<file path="src/rtl/vbn_pkg.sv">
`timescale 1ns / 1ps
`default_nettype none

package vbn_pkg;

  localparam int COORD_IN_W   = 24;
  localparam int READ_INDEX_W = 12;
  localparam int OUT_W        = 16;
  localparam int RAW_W        = 32;
  localparam int DIV_STEPS    = 16;

  localparam logic [OUT_W-1:0] Q_ONE = 16'd16384;

  localparam logic [1:0] FUNC_CLEAR  = 2'd0;
  localparam logic [1:0] FUNC_APPEND = 2'd1;
  localparam logic [1:0] FUNC_READ   = 2'd2;

  localparam logic [1:0] ST_OK        = 2'd0;
  localparam logic [1:0] ST_ZERO_EDGE = 2'd1;
  localparam logic [1:0] ST_BAD_INDEX = 2'd2;

  typedef struct packed {
    logic [1:0]                     func;
    logic signed [COORD_IN_W-1:0]   x_in;
    logic signed [COORD_IN_W-1:0]   y_in;
    logic signed [COORD_IN_W-1:0]   z_in;
    logic [READ_INDEX_W-1:0]        read_index;
  } in_item_t;

  typedef struct packed {
    logic signed [OUT_W-1:0] x_out;
    logic signed [OUT_W-1:0] y_out;
    logic signed [OUT_W-1:0] z_out;
    logic [1:0]              status;
  } out_item_t;

  typedef struct packed {
    logic mid_ld;
    logic d_ld;
    logic step;
  } lane_ctrl_t;

  typedef struct packed {
    logic             neg;
    logic [OUT_W-1:0] mag;
  } lane_res_t;

endpackage

`default_nettype wire

</file>
<file path="src/rtl/vbn_merge.sv">
`timescale 1ns / 1ps
`default_nettype none

module vbn_merge import vbn_pkg::*; (
  input  logic              clk,
  input  logic              rst_n,
  input  logic              load,
  input  lane_res_t [2:0]   lane_res,
  input  logic              zero_edge,
  input  logic              bad_index,
  output logic              can_load,
  output logic              out_valid,
  input  logic              out_ready,
  output out_item_t         out_data
);

  logic             valid_r;
  logic             valid_nxt;
  out_item_t        data_r;
  out_item_t        data_nxt;
  logic [OUT_W-1:0] sat [3];
  logic [OUT_W-1:0] val [3];

  always_comb begin
    for (int a = 0; a < 3; a++) begin
      sat[a] = (lane_res[a].mag > Q_ONE) ? Q_ONE : lane_res[a].mag;
      val[a] = lane_res[a].neg ? (~sat[a] + 1'b1) : sat[a];
    end
    data_nxt = '0;
    priority if (bad_index) begin
      data_nxt.status = ST_BAD_INDEX;
    end else if (zero_edge) begin
      data_nxt.status = ST_ZERO_EDGE;
    end else begin
      data_nxt.status = ST_OK;
      data_nxt.x_out  = $signed(val[0]);
      data_nxt.y_out  = $signed(val[1]);
      data_nxt.z_out  = $signed(val[2]);
    end
    can_load  = !valid_r || out_ready;
    valid_nxt = load ? 1'b1 : (valid_r && !out_ready);
  end

  always_ff @(posedge clk) begin
    if (!rst_n) begin
      valid_r <= 1'b0;
    end else begin
      valid_r <= valid_nxt;
    end
  end

  always_ff @(posedge clk) begin
    if (load) begin
      data_r <= data_nxt;
    end
  end

  assign out_valid = valid_r;
  assign out_data  = data_r;

endmodule

`default_nettype wire

</file>
<file path="config.mk">
export PLATFORM = sky130hd
export DESIGN_NAME = vbn_merge
export DESIGN_NICKNAME = d
export VERILOG_FILES = /design/src/rtl/vbn_pkg.sv /design/src/rtl/vbn_merge.sv
export SDC_FILE = /design/constraint.sdc
export NUM_CORES = 1
export LEC_CHECK = 0
export BUFFER_PORTS_ARGS = -buffer_cell sky130_fd_sc_hd__buf_2
export CAP_MARGIN = 20
export CORE_MARGIN = 8
export CORE_UTILIZATION = 54
export DETAILED_ROUTE_END_ITERATION = 10
export PLACE_DENSITY = 0.83
export SETUP_SLACK_MARGIN = 0.05
export SLEW_MARGIN = 20
export SYNTH_ARGS = -nofsm -noshare
export SYNTH_HDL_FRONTEND = slang
export SYNTH_SLANG_ARGS = --single-unit
</file>
<file path="constraint.sdc">
create_clock -name clk -period 4.6 [get_ports clk]
set_clock_uncertainty 0.15 [all_clocks]
set_input_delay 1.15 -clock clk [delete_from_list [all_inputs] [get_ports clk]]
set_output_delay 1.15 -clock clk [all_outputs]
set_load 0.03 [all_outputs]
</file>
==> impl_metrics.yaml, run 1 <==
cells_and_area:
  multiInputGateArea_sq_um: 1430
  n_antenna_cell: 0
  register_area_sq_um: 1520
  utilization: 0.679
  n_fill_cell: 444
  area_delta_synth_final_pct: 23.1
  final_cell_count_no_fill: 477
  nNetsFinal: 464
  layout-drive-gt1-share: 0.326
clock_tree:
  clk_latency_ns: 0.29
  cts_hold_buf: 0
  cts.clk_slew.worst_paths_ns: 0.09
  cts_buffer_depth: 2
  htreeDepth: 2
  tritoncts: "done"
  cts_resized: 0
  post-cts-setup-buffers: 0
  cts_inserted_buffers: 5
  clock-sinks: 51
  cts.root.buffer_cell: "clkbuf_8"
timing:
  rsz0062_at_grt: "false"
  min_period_over_period: 0.794
  setup_violations: 0
  max_freq_mhz: 274
  hold_viol: 0
  period_needed_ns: 3.65
  worstMarginPinSlew_ns: 0.793
  slew_viol_final: 0
  maxSlewHeadroom: 0.471
  timing.setup.tns_ns: 0
setup_path:
  reg2reg_setup_slack_ns: 3.77
  cp-startpoint: "lane_res[42]"
  r2r_cells: 2
  cp-endpoint: "out_data[14]"
  reg2reg_to: "out_valid"
  cp-end-kind: "flip-flop"
  crit_arrival_ns: 3.65
  worstPathMaxFanout: 10
  start_kind: "primary input"
  worstReg2RegStart: "out_valid"
  cp.required_ns: 4.60
  worst-setup-path-type: "in2reg"
floorplan:
  core.rowCount: 27
  initial_core_util: 0.552
  die_h_um: 90.6
  die_area_sq_um: 8200
  die_w_um: 90.6
  core-area_sq_um: 5440
  io_pins: 109
yosys:
  syn_inst: 298
  synth_seq_cells: 51
  yosys-top-cells-count: "edfxtp_1 (50), nor2_1 (40), nand2_1 (35), xor2_1 (22), a21oi_1 (21)"
  synthTopCellsByArea: "edfxtp_1 (50%), xor2_1 (6.4%), nor2_1 (5.0%)"
  yosysUniqueCellTypes: 52
  yosys_most_used_dff: "edfxtp_1"
  yosysWarnings: 0
  syn_area_sq_um: 3000
  yosys.cell_count.top_type: "edfxtp_1"
  synthesis.nets: 358
  synth_edf_count: 50
  synthArstFlopShare: 0
  synth.top_cell.area_share: 0.500
  syn-mean-instance-area_sq_um: 10.1
  seq_area_frac_synth: 0.507
  yosysTopAreaCell: "edfxtp_1"
global_route:
  grt_pass1_wl_mm: 12.6
  grt.overflow.total: 0
  antenna_found_initial: 0
  grt_max_degree: 52
  grt_usage: 0.181
  grt_pass1_vias: 2755
detailed_routing:
  antenna_left: 0
  vias: 2742
  drt-total-wl_mm: 7.68
  viasPerCell: 5.75
  wire_per_inst_um: 16.1
  drcViolationCount: 0
  drtIter0Drc: 233
  firstDrtPassIters: 5
power_and_ir_drop:
  finalPower_uw: 1050
  ir_drop_mv: 0.155
  power.density_nw_per_um2: 283
  power_leakage_uw: 0.00144
placement:
  post-dp-hpwl_mm: 5.74
  io_buffers: 108
  place_inst: 469
  routabilityCongestion: 0.924
outcome:
  status: "completed"
hold_path:
  hold_depth: 2
  hp-class: "reg2reg"
run:
  drv_cap: 0
[cells by family after synthesis]
logic type               synth area share
flip-flops                          0.507
adder cells (fa/ha/maj)            0.0125
multiplexers                      0.00333
XOR/XNOR                           0.0671
AO/OA/AOI/OAI                       0.181
buffers and inverters              0.0175
AND/OR/NAND/NOR                     0.211
[worst min path at each step]
stage                    from         to  slack (ns)
global route        out_valid  out_valid        0.42
CTS                 out_valid  out_valid        0.40
global placement    out_valid  out_valid        0.34
floorplan           out_valid  out_valid        0.72
finish              out_valid  out_valid        0.38
detailed placement  out_valid  out_valid        0.39
[layer usage]
metal / up-vias / global-route usage / wire (um)
met4: 0 / 0.0680 / 161
li1: 1343 / - / -
met1: 1238 / 0.212 / 3160
met5: - / 0 / 0
met2: 138 / 0.300 / 3670
met3: 23 / 0.0574 / 690
[registers in the layout (all words and copies together), names as in the netlist]
name       flops
out_data      50
out_valid      1
[critical path: stages]
cell	delay (ns)
buf_2	0.11
nor4_1	0.56
nand4b_1	0.34
o31ai_4	0.44
nand2_1	0.12
ha_1	0.24
nand2b_1	0.23
nand2_1	0.13
o21ai_0	0.12
a21oi_1	0.20
[layout make-up]
class                   instances  area share
multi-input cells             233       0.387
repair buffers                109       0.149
flip-flops and latches         51       0.412
clock buffers                   5      0.0186
clock inverters                 3     0.00542
well taps                      72      0.0244
inverters                       4     0.00407
[cell usage in the layout, fill, tap and decap left out, types with 3 or more instances in the layout]
cell and instances:
nand4_1 4, or2_2 4, nand2_1 35, edfxtp_1 50, a311oi_1 3, inv_1 4
nand2b_1 3, nor2_1 40, nor4_1 4, nor3_1 8, o41ai_1 5, ha_1 3
buf_2 107, xor2_1 22, a211oi_1 5, and3_1 5, nand3b_1 3, clkbuf_8 5
o21ai_0 11, nand3_1 8, o31ai_1 10, a21oi_1 21
[through the flow]
stage / hold WS (ns) / cell area (sq um) / setup WS (ns)
6_report: 0.382 / 3690 / 0.946
3_5_place_dp: 0.389 / 3600 / 0.692
4_1_cts: 0.398 / 3690 / 1.00
3_3_place_gp: 0.336 / 3600 / 0.832
5_1_grt: 0.420 / 3690 / 0.638
2_1_floorplan: 0.722 / 3000 / 1.16
[power breakdown]
group / total [uW] / internal (uW) / switching [uW]
logic: 242 / 74.0 / 168
clock network: 255 / 106 / 149
registers: 549 / 542 / 7.30
total: 1050 / 722 / 324
No activity file was read; power rests on OpenSTA's default activity.
==> inputs of run 2 (changes only) <==
Settings changed: CORE_UTILIZATION 54 to 50, PLACE_DENSITY 0.83 to 0.78.
Clock period 4.6 ns to 3.4 ns, I/O delays scaled along.
==> impl_metrics.yaml, run 2 (synthesized netlist as in run 1, its figures left out) <==
outcome:
  status: "completed"
power_and_ir_drop:
  power_leakage_uw: 0.00150
  ir_drop_mv: 0.184
  power.density_nw_per_um2: 374
floorplan:
  initial_core_util: 0.513
  core.rowCount: 28
  core-area_sq_um: 5850
  die_area_sq_um: 8740
  die_w_um: 93.5
  die_h_um: 93.5
  io_pins: 109
setup_path:
  reg2reg_setup_slack_ns: 2.61
  cpMaxStageDelayCell: "or4_1"
  cp.required_ns: 3.38
  crit_buf_inv: 1
  crit_arrival_ns: 3.06
  start_kind: "primary input"
  r2r_cells: 2
  worstPathCellList: "buf_2 -> or4_1 -> o31ai_4 -> nand2_1 -> ha_1 -> nand2b_1 -> nand2_1 -> o21ai_0 -> a21oi_1"
  worst-setup-path-type: "in2reg"
  cp-end-kind: "flip-flop"
  cp_top_family: "simple AND/OR/NAND/NOR gates"
  worstPathMaxFanout: 6
  crit_path_max_incr_delay_ns: 0.64
  path_depth: 9
  path_common_cell: "nand2_1"
detailed_routing:
  firstDrtPassIters: 4
  vias: 2788
  wire_per_inst_um: 15.7
  drcViolationCount: 0
  drt-total-wl_mm: 7.71
  antenna_left: 0
  viasPerCell: 5.68
  drtIter0Drc: 114
clock_tree:
  tritoncts: "done"
  post-cts-setup-buffers: 0
  cts_resized: 0
  htreeDepth: 2
  clock-sinks: 51
  cts.clk_slew.worst_paths_ns: 0.09
  cts_buffer_depth: 2
  clk_latency_ns: 0.29
  cts_hold_buf: 0
  cts_inserted_buffers: 5
  cts.root.buffer_cell: "clkbuf_8"
global_route:
  grt_max_degree: 29
  grt_pass1_wl_mm: 12.4
  grt.overflow.total: 0
  antenna_found_initial: 0
  grt_pass1_vias: 2702
  grt_usage: 0.175
timing:
  max_freq_mhz: 325
  rsz0062_at_grt: "false"
  fin_ws_ns: 0.320
  hold_viol: 0
  period_needed_ns: 3.08
  maxSlewHeadroom: 0.589
  holdWs_ns: 0.371
  min_period_over_period: 0.906
  worstMarginPinSlew_ns: 0.616
  slew_viol_final: 0
  setup_violations: 0
  timing.setup.tns_ns: 0
cells_and_area:
  n_fill_cell: 487
  n_antenna_cell: 0
  nNetsFinal: 475
  area_delta_synth_final_pct: 25.7
  layout-drive-gt1-share: 0.341
  largest_reg_flops: 50
  final_cell_count_no_fill: 491
  final_cell_mix: "buf_2 (108), edfxtp_1 (50), nor2_1 (40)"
  final_common_cell: "buf_2"
  utilization: 0.645
placement:
  place_inst: 483
  routabilityCongestion: 0.865
  io_buffers: 108
  dpl_worst_slack_ns: 0.0393
  post-dp-hpwl_mm: 6.05
run:
  drv_cap: 0
hold_path:
  hold_depth: 2
  hp-class: "reg2reg"
run 2: cell type report:
cell class	count	area, sq um	share of cell area
Sequential cell	51	1520	0.403
Multi-Input combinational cell	233	1430	0.378
Timing Repair Buffer	120	631	0.167
Tap cell	75	93.8	0.0249
Clock buffer	6	72.6	0.0192
Inverter	4	15.0	0.00398
Clock inverter	2	12.5	0.00332
run 2: where the power goes:
part           internal (uW)  switching [uW]
Combinational            106             225
Clock                    144             194
Sequential               733            10.4
run 2: per-layer routing:
layer | GRT usage | part of all wire | vias to the layer above
met4 | 0.0617 | 0.014 | 0
li1 | - | - | 1362
met5 | 0 | 0 | -
met1 | 0.208 | 0.42 | 1294
met2 | 0.296 | 0.49 | 122
met3 | 0.0449 | 0.080 | 10
run 2: path summary, 6_finish.rpt:
path                 from           end
min             out_valid     out_valid
min reg2reg     out_valid     out_valid
max reg2reg     out_valid     out_valid
max          lane_res[44]  out_data[14]
run 2: per-stage QoR:
stage | instance area (sq um) | total power (uW)
after floorplan | 3000 | 951
after global placement | 3690 | 1080
after detailed placement | 3690 | 1090
after CTS | 3770 | 1430
after global routing | 3770 | 1480
final | 3770 | 1410
run 2: worst reg2reg max path, cell delays in order (launching register included):
cell and delay (ns):
dfxtp_1 0.34, nand2b_1 0.07, a21boi_0 0.17
